File: src/rtl/assert_macros.svh
// Assertion helper macros for the command frame validator RTL.
// Taken in by `include in the modules that carry assertions.
`ifndef ASSERT_MACROS_SVH
`define ASSERT_MACROS_SVH

// Implication checked at every rising clock edge, skipped while reset is high.
`define ASSERT_CLK(label, clk, rst, prop, msg) \
   label: assert property (@(posedge clk) disable iff (rst) prop) else $error(msg);

// Same check, also evaluated while reset is high.
`define ASSERT_CLK_ALWAYS(label, clk, prop, msg) \
   label: assert property (@(posedge clk) prop) else $error(msg);

`endif

File: src/rtl/cfv_pkg.sv
// Shared types, codes and reset constants of the command frame validator.
// No dependencies.
package cfv_pkg;

   localparam int unsigned CSR_INDEX_W = 3;

   // Register indexes of the configuration port.
   localparam logic [CSR_INDEX_W-1:0] CSR_START_BYTE  = 3'd0;
   localparam logic [CSR_INDEX_W-1:0] CSR_MAX_PAYLOAD = 3'd1;
   localparam logic [CSR_INDEX_W-1:0] CSR_OP_IDENTITY = 3'd2;
   localparam logic [CSR_INDEX_W-1:0] CSR_OP_READ     = 3'd3;
   localparam logic [CSR_INDEX_W-1:0] CSR_OP_ERASE    = 3'd4;
   localparam logic [CSR_INDEX_W-1:0] CSR_OP_WRITE    = 3'd5;
   localparam logic [CSR_INDEX_W-1:0] CSR_OP_JUMP     = 3'd6;

   // Register reset values.
   localparam logic [7:0] RST_START_BYTE  = 8'd170;
   localparam logic [7:0] RST_MAX_PAYLOAD = 8'd255;
   localparam logic [7:0] RST_OP_IDENTITY = 8'd1;
   localparam logic [7:0] RST_OP_READ     = 8'd2;
   localparam logic [7:0] RST_OP_ERASE    = 8'd3;
   localparam logic [7:0] RST_OP_WRITE    = 8'd4;
   localparam logic [7:0] RST_OP_JUMP     = 8'd5;

   // Verdict codes.
   localparam logic [3:0] STATUS_OK        = 4'd0;
   localparam logic [3:0] STATUS_SHORT     = 4'd1;
   localparam logic [3:0] STATUS_START     = 4'd2;
   localparam logic [3:0] STATUS_LEN_MISM  = 4'd3;
   localparam logic [3:0] STATUS_TOO_LONG  = 4'd4;
   localparam logic [3:0] STATUS_CHECKSUM  = 4'd5;
   localparam logic [3:0] STATUS_EMPTY     = 4'd6;
   localparam logic [3:0] STATUS_UNKNOWN   = 4'd7;
   localparam logic [3:0] STATUS_CMD_LEN   = 4'd8;
   localparam logic [3:0] STATUS_UNALIGNED = 4'd9;

   // Command kinds.
   localparam logic [2:0] KIND_IDENTITY = 3'd0;
   localparam logic [2:0] KIND_READ     = 3'd1;
   localparam logic [2:0] KIND_ERASE    = 3'd2;
   localparam logic [2:0] KIND_WRITE    = 3'd3;
   localparam logic [2:0] KIND_JUMP     = 3'd4;
   localparam logic [2:0] KIND_NONE     = 3'd5;

   // Frame geometry.
   localparam logic [8:0] COUNT_MAX     = 9'd511;
   localparam logic [7:0] LEN_READ      = 8'd7;
   localparam logic [7:0] LEN_ERASE     = 8'd9;
   localparam logic [7:0] LEN_JUMP      = 8'd5;
   localparam logic [7:0] LEN_WRITE_MIN = 8'd6;
   localparam logic [7:0] WRITE_HDR_LEN = 8'd5;
   localparam logic [31:0] READ_SIZE_MAX = 32'd256;

   typedef struct packed {
      logic [7:0] data_byte;
      logic       last_byte;
   } req_data_type;

   typedef struct packed {
      logic [3:0]  status;
      logic [2:0]  command_kind;
      logic [31:0] target_address;
      logic [31:0] transfer_size;
      logic [7:0]  payload_length;
   } rsp_data_type;

   typedef struct packed {
      logic [7:0] start_byte;
      logic [7:0] max_payload_len;
      logic [7:0] op_identity;
      logic [7:0] op_read;
      logic [7:0] op_erase;
      logic [7:0] op_write;
      logic [7:0] op_jump;
   } cfg_type;

   // Frame state as seen after the current byte has been folded in.
   typedef struct packed {
      logic [8:0]  byte_count;
      logic        start_mismatch;
      logic [7:0]  length_value;
      logic [7:0]  running_xor;
      logic [7:0]  command_value;
      logic [31:0] address_shift;
      logic [31:0] size_shift;
   } frame_type;

endpackage

File: src/rtl/cfv_csr.sv
// Configuration registers of the command frame validator.
// Depends on cfv_pkg.
module cfv_csr (
   input  logic                             clock,
   input  logic                             reset,
   input  logic                             csr_valid,
   output logic                             csr_ready,
   input  logic [cfv_pkg::CSR_INDEX_W-1:0]  csr_index,
   input  logic [7:0]                       csr_data,
   output cfv_pkg::cfg_type                 cfg
);

   cfv_pkg::cfg_type cfg_ff;
   cfv_pkg::cfg_type cfg_in;

   assign csr_ready = 1'b1;
   assign cfg       = cfg_ff;

   always_comb begin
      cfg_in = cfg_ff;
      if (csr_valid) begin
         case (csr_index)
            cfv_pkg::CSR_START_BYTE:  cfg_in.start_byte      = csr_data;
            cfv_pkg::CSR_MAX_PAYLOAD: cfg_in.max_payload_len = csr_data;
            cfv_pkg::CSR_OP_IDENTITY: cfg_in.op_identity     = csr_data;
            cfv_pkg::CSR_OP_READ:     cfg_in.op_read         = csr_data;
            cfv_pkg::CSR_OP_ERASE:    cfg_in.op_erase        = csr_data;
            cfv_pkg::CSR_OP_WRITE:    cfg_in.op_write        = csr_data;
            cfv_pkg::CSR_OP_JUMP:     cfg_in.op_jump         = csr_data;
            default:                  cfg_in = cfg_ff;
         endcase
      end
   end

   always_ff @(posedge clock) begin
      if (reset) begin
         cfg_ff.start_byte      <= cfv_pkg::RST_START_BYTE;
         cfg_ff.max_payload_len <= cfv_pkg::RST_MAX_PAYLOAD;
         cfg_ff.op_identity     <= cfv_pkg::RST_OP_IDENTITY;
         cfg_ff.op_read         <= cfv_pkg::RST_OP_READ;
         cfg_ff.op_erase        <= cfv_pkg::RST_OP_ERASE;
         cfg_ff.op_write        <= cfv_pkg::RST_OP_WRITE;
         cfg_ff.op_jump         <= cfv_pkg::RST_OP_JUMP;
      end else begin
         cfg_ff <= cfg_in;
      end
   end

endmodule

File: src/rtl/cfv_frame.sv
// Per-frame accumulator: byte counter, start check, length, running XOR and fields.
// Depends on cfv_pkg and assert_macros.svh.
`include "assert_macros.svh"

module cfv_frame (
   input  logic                 clock,
   input  logic                 reset,
   input  logic                 advance,
   input  logic [7:0]           data_byte,
   input  logic                 last_byte,
   input  logic [7:0]           start_byte,
   output cfv_pkg::frame_type   frame_next
);

   cfv_pkg::frame_type frame_ff;
   cfv_pkg::frame_type frame_in;
   cfv_pkg::frame_type upd;
   logic [1:0]         addr_lane;
   logic [1:0]         size_lane;

   assign addr_lane = 2'(frame_ff.byte_count - 9'd3);
   assign size_lane = 2'(frame_ff.byte_count - 9'd7);

   always_comb begin
      upd = frame_ff;
      if (frame_ff.byte_count == 9'd0) begin
         upd.start_mismatch = (data_byte != start_byte);
      end else if (frame_ff.byte_count == 9'd1) begin
         upd.length_value = data_byte;
      end else if (!last_byte) begin
         // checksum byte itself is never folded into the XOR
         upd.running_xor = frame_ff.running_xor ^ data_byte;
         case (frame_ff.byte_count) inside
            9'd2: begin
               upd.command_value = data_byte;
            end
            [9'd3:9'd6]: begin
               upd.address_shift = frame_ff.address_shift
                                 | (32'(data_byte) << {addr_lane, 3'b000});
            end
            [9'd7:9'd10]: begin
               upd.size_shift = frame_ff.size_shift
                              | (32'(data_byte) << {size_lane, 3'b000});
            end
            default: begin
               upd.command_value = frame_ff.command_value;
            end
         endcase
      end
      if (frame_ff.byte_count != cfv_pkg::COUNT_MAX) begin
         upd.byte_count = frame_ff.byte_count + 9'd1;
      end
   end

   assign frame_next = upd;

   always_comb begin
      frame_in = frame_ff;
      if (advance) begin
         frame_in = last_byte ? '0 : upd;
      end
   end

   always_ff @(posedge clock) begin
      if (reset) begin
         frame_ff <= '0;
      end else begin
         frame_ff <= frame_in;
      end
   end

   `ASSERT_CLK(a_clear_after_last, clock, reset, (advance && last_byte) |=> (frame_ff == '0), "frame state not cleared after last byte")
   `ASSERT_CLK(a_count_hold, clock, reset, !advance |=> $stable(frame_ff.byte_count), "byte count moved without a transfer")

endmodule

File: src/rtl/cfv_verdict.sv
// Verdict and field decode on the frame's last byte.
// Depends on cfv_pkg.
module cfv_verdict (
   input  cfv_pkg::frame_type   frame,
   input  logic [7:0]           checksum_byte,
   input  cfv_pkg::cfg_type     cfg,
   output cfv_pkg::rsp_data_type verdict
);

   logic [7:0]  len;
   logic [8:0]  len_plus3;
   logic [7:0]  write_data_len;
   logic [31:0] read_size;
   logic [2:0]  kind;
   logic [3:0]  status;
   logic [31:0] addr;
   logic [31:0] size;

   assign len            = frame.length_value;
   assign len_plus3      = {1'b0, len} + 9'd3;
   assign write_data_len = len - cfv_pkg::WRITE_HDR_LEN;
   assign read_size      = (frame.size_shift[15:0] > 16'(cfv_pkg::READ_SIZE_MAX))
                         ? cfv_pkg::READ_SIZE_MAX : {16'd0, frame.size_shift[15:0]};

   always_comb begin
      // first matching op register wins
      if (frame.command_value == cfg.op_identity)    kind = cfv_pkg::KIND_IDENTITY;
      else if (frame.command_value == cfg.op_read)   kind = cfv_pkg::KIND_READ;
      else if (frame.command_value == cfg.op_erase)  kind = cfv_pkg::KIND_ERASE;
      else if (frame.command_value == cfg.op_write)  kind = cfv_pkg::KIND_WRITE;
      else if (frame.command_value == cfg.op_jump)   kind = cfv_pkg::KIND_JUMP;
      else                                           kind = cfv_pkg::KIND_NONE;
   end

   always_comb begin
      status = cfv_pkg::STATUS_OK;
      addr   = '0;
      size   = '0;
      if (frame.byte_count < 9'd3) begin
         status = cfv_pkg::STATUS_SHORT;
      end else if (frame.start_mismatch) begin
         status = cfv_pkg::STATUS_START;
      end else if (frame.byte_count != len_plus3) begin
         status = cfv_pkg::STATUS_LEN_MISM;
      end else if (len > cfg.max_payload_len) begin
         status = cfv_pkg::STATUS_TOO_LONG;
      end else if (frame.running_xor != checksum_byte) begin
         status = cfv_pkg::STATUS_CHECKSUM;
      end else if (len == 8'd0) begin
         status = cfv_pkg::STATUS_EMPTY;
      end else begin
         case (kind)
            cfv_pkg::KIND_IDENTITY: begin
               status = cfv_pkg::STATUS_OK;
            end
            cfv_pkg::KIND_READ: begin
               if (len != cfv_pkg::LEN_READ) begin
                  status = cfv_pkg::STATUS_CMD_LEN;
               end else begin
                  addr = frame.address_shift;
                  size = read_size;
               end
            end
            cfv_pkg::KIND_ERASE: begin
               if (len != cfv_pkg::LEN_ERASE) begin
                  status = cfv_pkg::STATUS_CMD_LEN;
               end else begin
                  addr = frame.address_shift;
                  size = frame.size_shift;
               end
            end
            cfv_pkg::KIND_WRITE: begin
               if (len < cfv_pkg::LEN_WRITE_MIN) begin
                  status = cfv_pkg::STATUS_CMD_LEN;
               end else if (write_data_len[4:0] != 5'd0) begin
                  status = cfv_pkg::STATUS_UNALIGNED;
               end else begin
                  addr = frame.address_shift;
                  size = 32'(write_data_len);
               end
            end
            cfv_pkg::KIND_JUMP: begin
               if (len != cfv_pkg::LEN_JUMP) begin
                  status = cfv_pkg::STATUS_CMD_LEN;
               end else begin
                  addr = frame.address_shift;
               end
            end
            default: begin
               status = cfv_pkg::STATUS_UNKNOWN;
            end
         endcase
      end
   end

   always_comb begin
      verdict.status         = status;
      verdict.payload_length = len;
      verdict.target_address = (status == cfv_pkg::STATUS_OK) ? addr : 32'd0;
      verdict.transfer_size  = (status == cfv_pkg::STATUS_OK) ? size : 32'd0;
      if (status == cfv_pkg::STATUS_OK || status == cfv_pkg::STATUS_CMD_LEN
          || status == cfv_pkg::STATUS_UNALIGNED) begin
         verdict.command_kind = kind;
      end else begin
         verdict.command_kind = cfv_pkg::KIND_NONE;
      end
   end

endmodule

File: src/rtl/command_frame_validator_top.sv
// A transferred byte waits in the input register until it is folded into the frame
// state; a last byte's verdict is loaded into the result register, offered on rsp_.
// Throughput: one byte per cycle; the input register and the result register
// decouple the two sides; only last bytes wait for the result register, and stall.
// Reset (synchronous, active high): registers take their reset values, the frame
// state clears and both stages empty; ready the cycle after reset drops.
`include "assert_macros.svh"

module command_frame_validator_top (
   input  logic                             clock,
   input  logic                             reset,
   input  logic                             req_valid,
   output logic                             req_stall,
   input  cfv_pkg::req_data_type            req_data,
   output logic                             rsp_valid,
   input  logic                             rsp_stall,
   output cfv_pkg::rsp_data_type            rsp_data,
   input  logic                             csr_valid,
   output logic                             csr_ready,
   input  logic [cfv_pkg::CSR_INDEX_W-1:0]  csr_index,
   input  logic [7:0]                       csr_data
);

   cfv_pkg::cfg_type      cfg;
   cfv_pkg::frame_type    frame_next;
   cfv_pkg::rsp_data_type verdict;

   logic                  s1_valid_ff, s1_valid_in;
   cfv_pkg::req_data_type s1_data_ff;
   logic                  rsp_valid_ff, rsp_valid_in;
   cfv_pkg::rsp_data_type rsp_data_ff;
   logic                  req_take;
   logic                  out_free;
   logic                  s1_adv;
   logic                  rsp_load;

   cfv_csr u_csr (
      .clock     (clock),
      .reset     (reset),
      .csr_valid (csr_valid),
      .csr_ready (csr_ready),
      .csr_index (csr_index),
      .csr_data  (csr_data),
      .cfg       (cfg)
   );

   cfv_frame u_frame (
      .clock      (clock),
      .reset      (reset),
      .advance    (s1_adv),
      .data_byte  (s1_data_ff.data_byte),
      .last_byte  (s1_data_ff.last_byte),
      .start_byte (cfg.start_byte),
      .frame_next (frame_next)
   );

   cfv_verdict u_verdict (
      .frame         (frame_next),
      .checksum_byte (s1_data_ff.data_byte),
      .cfg           (cfg),
      .verdict       (verdict)
   );

   // result slot frees up when empty or when its transfer happens this edge
   assign out_free  = !rsp_valid_ff || !rsp_stall;
   assign s1_adv    = s1_valid_ff && (!s1_data_ff.last_byte || out_free);
   assign rsp_load  = s1_adv && s1_data_ff.last_byte;
   assign req_stall = s1_valid_ff && !s1_adv;
   assign req_take  = req_valid && !req_stall;

   assign s1_valid_in  = req_take || (s1_valid_ff && !s1_adv);
   assign rsp_valid_in = rsp_load || (rsp_valid_ff && rsp_stall);

   always_ff @(posedge clock) begin
      if (reset) begin
         s1_valid_ff  <= 1'b0;
         rsp_valid_ff <= 1'b0;
      end else begin
         s1_valid_ff  <= s1_valid_in;
         rsp_valid_ff <= rsp_valid_in;
      end
   end

   always_ff @(posedge clock) begin
      if (req_take) begin
         s1_data_ff <= req_data;
      end
      if (rsp_load) begin
         rsp_data_ff <= verdict;
      end
   end

   assign rsp_valid = rsp_valid_ff;
   assign rsp_data  = rsp_data_ff;

   `ASSERT_CLK(a_rsp_from_last, clock, reset, $rose(rsp_valid_ff) |-> $past(s1_adv && s1_data_ff.last_byte), "result appeared without a last byte")
   `ASSERT_CLK(a_stall_only_full, clock, reset, req_stall |-> s1_valid_ff, "input stalled with an empty input register")
   `ASSERT_CLK(a_fail_clears_fields, clock, reset, (rsp_valid_ff && rsp_data_ff.status != cfv_pkg::STATUS_OK) |-> (rsp_data_ff.target_address == 32'd0 && rsp_data_ff.transfer_size == 32'd0), "fields set on a failed frame")
   `ASSERT_CLK(a_ok_has_kind, clock, reset, (rsp_valid_ff && rsp_data_ff.status == cfv_pkg::STATUS_OK) |-> (rsp_data_ff.command_kind != cfv_pkg::KIND_NONE), "accepted frame without a command kind")

endmodule
File: config.mk
export PLATFORM = sky130hd
export DESIGN_NAME = command_frame_validator_top
export DESIGN_NICKNAME = d
export VERILOG_FILES = /design/src/rtl/cfv_pkg.sv /design/src/rtl/cfv_csr.sv /design/src/rtl/cfv_frame.sv /design/src/rtl/cfv_verdict.sv /design/src/rtl/command_frame_validator_top.sv
export VERILOG_INCLUDE_DIRS = /design/src /design/src/rtl
export SDC_FILE = /design/constraint.sdc
export NUM_CORES = 1
export LEC_CHECK = 0
export CAP_MARGIN = 20
export CORE_MARGIN = 4
export CORE_UTILIZATION = 58
export DETAILED_ROUTE_END_ITERATION = 8
export DONT_BUFFER_PORTS = 1
export PLACE_DENSITY_LB_ADDON = 0.12
export SETUP_SLACK_MARGIN = 0.4
export SYNTH_ARGS = -nofsm -noshare
export SYNTH_HDL_FRONTEND = slang
export SYNTH_SLANG_ARGS = --single-unit
File: constraint.sdc
create_clock -name clock -period 5.3 [get_ports clock]
set_input_delay 0.265 -clock clock [delete_from_list [all_inputs] [get_ports clock]]
set_output_delay 0.265 -clock clock [all_outputs]
set_load 0.02 [all_outputs]
==> out/metrics.cfg <==
[grt]
antenna_found_initial = 1
grt_pass1_wl_um = 56500
grt_pass1_vias = 9736
grt_max_degree = 92
grt_use_total = 0.301
grt-ovfl-total = 0

[floorplan]
fp-row-count = 52
num_io_pins = 107
die_area_um2 = 23300
core_um2 = 20400
fp.dieW_um = 153
floorplan.initialDensity = 0.595
chipHeight_um = 153

[cts]
root_buffer = clkbuf_16
cts.sinks = 244
h-tree-depth = 1
path_clk_slew_ns = 0.06
clk_latency_ns = 0.53
clock_path_buffers = 3
cts_buffers = 26
cts_tree = yes

[critical_path]
path_class = reg2reg
crit_required_ns = 5.65
worstPathMaxFanout = 33
slowest_delay_ns = 0.55
critPathLaunchType = flop
crit_buf_inv = 3
end_kind = flop
crit_slowest_cell = or4_4
cpLargestDelayFamily = simple AND/OR/NAND/NOR gates
arrival_ns = 5.04
cp_cell_sequence = or4_4 -> or3_4 -> o21ai_4 -> inv_1 -> ha_2 -> nand2b_4 -> nor2_1 -> mux2i_1 -> or3_1 -> a211o_1 -> a2111oi_4 -> buf_4 -> nand3_4 -> or3b_4 -> buf_12 -> a211oi_1

[synthesis]
synth_ff_type = dfxtp_1
async_flop_share = 0
synthCells = 1349
synth_seq_area_share = 0.474
synth_seq_cells = 244
yosys_warnings = 0
syn_avg_cell_area_um2 = 9.01
synth_fp_nets = 1390
netlist_area_um2 = 12200
synth_edf_count = 88
synth_cell_type_count = 72

[sta]
fmax_mhz = 213
layout_setup_ws_ns = 0.610
timing.slew.headroom = 0.275
setup_viol = 0
clock-skew-final_ns = 0.0126
rsz0062_at_grt = no
finalSetupTns_ns = 0
hold_ws_ns = 0.0358
min_period_ns = 4.69
hold_violations = 0
fin_crit_sh = 0.885
slew_viol_final = 0
tightest_slew_ns = 1.09

[power_and_ir_drop]
p_leak_nw = 4.88
power_mw = 4.10
ir_worst_vdd_uv = 306
p_per_area_nw_per_um2 = 301

[cells_and_area]
post-route-util = 0.666
nNetsFinal = 1392
syn_to_final_growth_pct = 12.0
final_common_cell = nor2_1
final_cell_mix = nor2_1, a21oi_1, dfxtp_1, nand2_1, edfxtp_1
drive_gt1_frac = 0.111

[hold_path]
hold_class = in2reg

[route]
viasPerCell = 6.30
wire_per_inst_um = 22.0
ant_nets = 0
wl_um = 36100
initialDrtViolationCount = 1007
drc = 0
first_pass_iters = 5
num_vias = 10300

[job]
max-cap-violations = 0

[status]
outcome = complete, no violations

[placed_design]
gp_congestion = 0.953
io_buffers = 0
pre_cts_ws_ns = 0.234
dpl.hpwl_um = 24600

registers in the layout, indices dropped and copies added, names as in the netlist:
register and flops:
rsp_data 79, s1_data_ff 9, u_frame.frame_ff 98, rsp_valid 1
u_csr.cfg 56, s1_valid_ff 1
power breakdown:
part / switching (mW) / internal [mW]
Sequential: 0.0302 / 1.96
Combinational: 0.180 / 0.0806
Clock: 0.745 / 1.10
Total: 0.955 / 3.14
Yosys cell counts (22+ instances only):
master      n  area share
a21oi_1   175       0.072
a22oi_1    25       0.015
a31oi_1    31       0.016
clkbuf_1   69       0.021
dfxtp_1   156        0.26
edfxtp_1   88        0.22
inv_1      34       0.010
nand2_1   123       0.038
nor2_1    182       0.056
nor3_1     44       0.018
nor3_2     30       0.025
o21ai_0    22      0.0091
xnor2_1    46       0.033
xor2_1     38       0.027
logic make-up (layout without fill, tap and decap cells):
family	count (synthesis)	after routing	synth area share
other	1	2	0.000308
XOR/XNOR	84	84	0.0605
AO/OA/AOI/OAI	328	328	0.167
adder cells (fa/ha/maj)	16	16	0.0165
buffers and inverters	127	148	0.0436
AND/OR/NAND/NOR	525	525	0.217
flip-flops	244	244	0.474
multiplexers	24	24	0.0214
final timing paths:
kind	from	end	slack, ns	cells after the start
worst max-delay path	u_frame.frame_ff[96]$_SDFFE_PP0P_	rsp_data[16]$_SDFFCE_PP0P_	0.61	16
worst min-delay path	csr_index[0]	u_csr.cfg[20]$_SDFFE_PP0P_	0.04	3
worst max register to register	u_frame.frame_ff[96]$_SDFFE_PP0P_	rsp_data[16]$_SDFFCE_PP0P_	0.61	16
worst min register to register	u_frame.frame_ff[28]$_SDFFE_PP0P_	u_frame.frame_ff[28]$_SDFFE_PP0P_	0.47	2
what timing repair did:
| item | CTS | global route |
|---|---|---|
| gates cloned | 0 | 0 |
| endpoints found under the hold margin | 100 | 0 |
| pin swaps | 1 | 2 |
| gates resized for setup | 5 | 8 |
| hold buffers | 20 | 0 |
| setup buffers | 1 | 4 |
| setup endpoints to repair | 33 | 33 |
per-stage QoR:
step / instances / area [µm²]
finish: 1641 / 13600
CTS: 1634 / 13500
detailed placement: 1566 / 12400
global placement: 1566 / 12400
global route: 1641 / 13600
floorplan: 1349 / 12200
worst min-delay path: stages:
cell     delay [ns]
nor3_1         0.10
nand2_1        0.10
a21oi_1        0.05
layout make-up:
type,instances,area [µm²]
inverters,35,131
fillers,1706,6810
multi-input cells,978,5930
well taps,270,338
diodes,1,2.50
clock inverters,14,150
flip-flops and latches,244,5770
clock buffers,33,719
repair buffers,66,573
per-layer routing:
layer,global-route usage,routed length (µm),vias up,share of wire
li1,-,-,4815,-
met1,0.426,14900,4920,0.41
met2,0.460,16400,509,0.46
met3,0.0628,3480,95,0.096
met4,0.105,1280,0,0.036
met5,0,0,-,0
(Power assumes the default switching activity.)
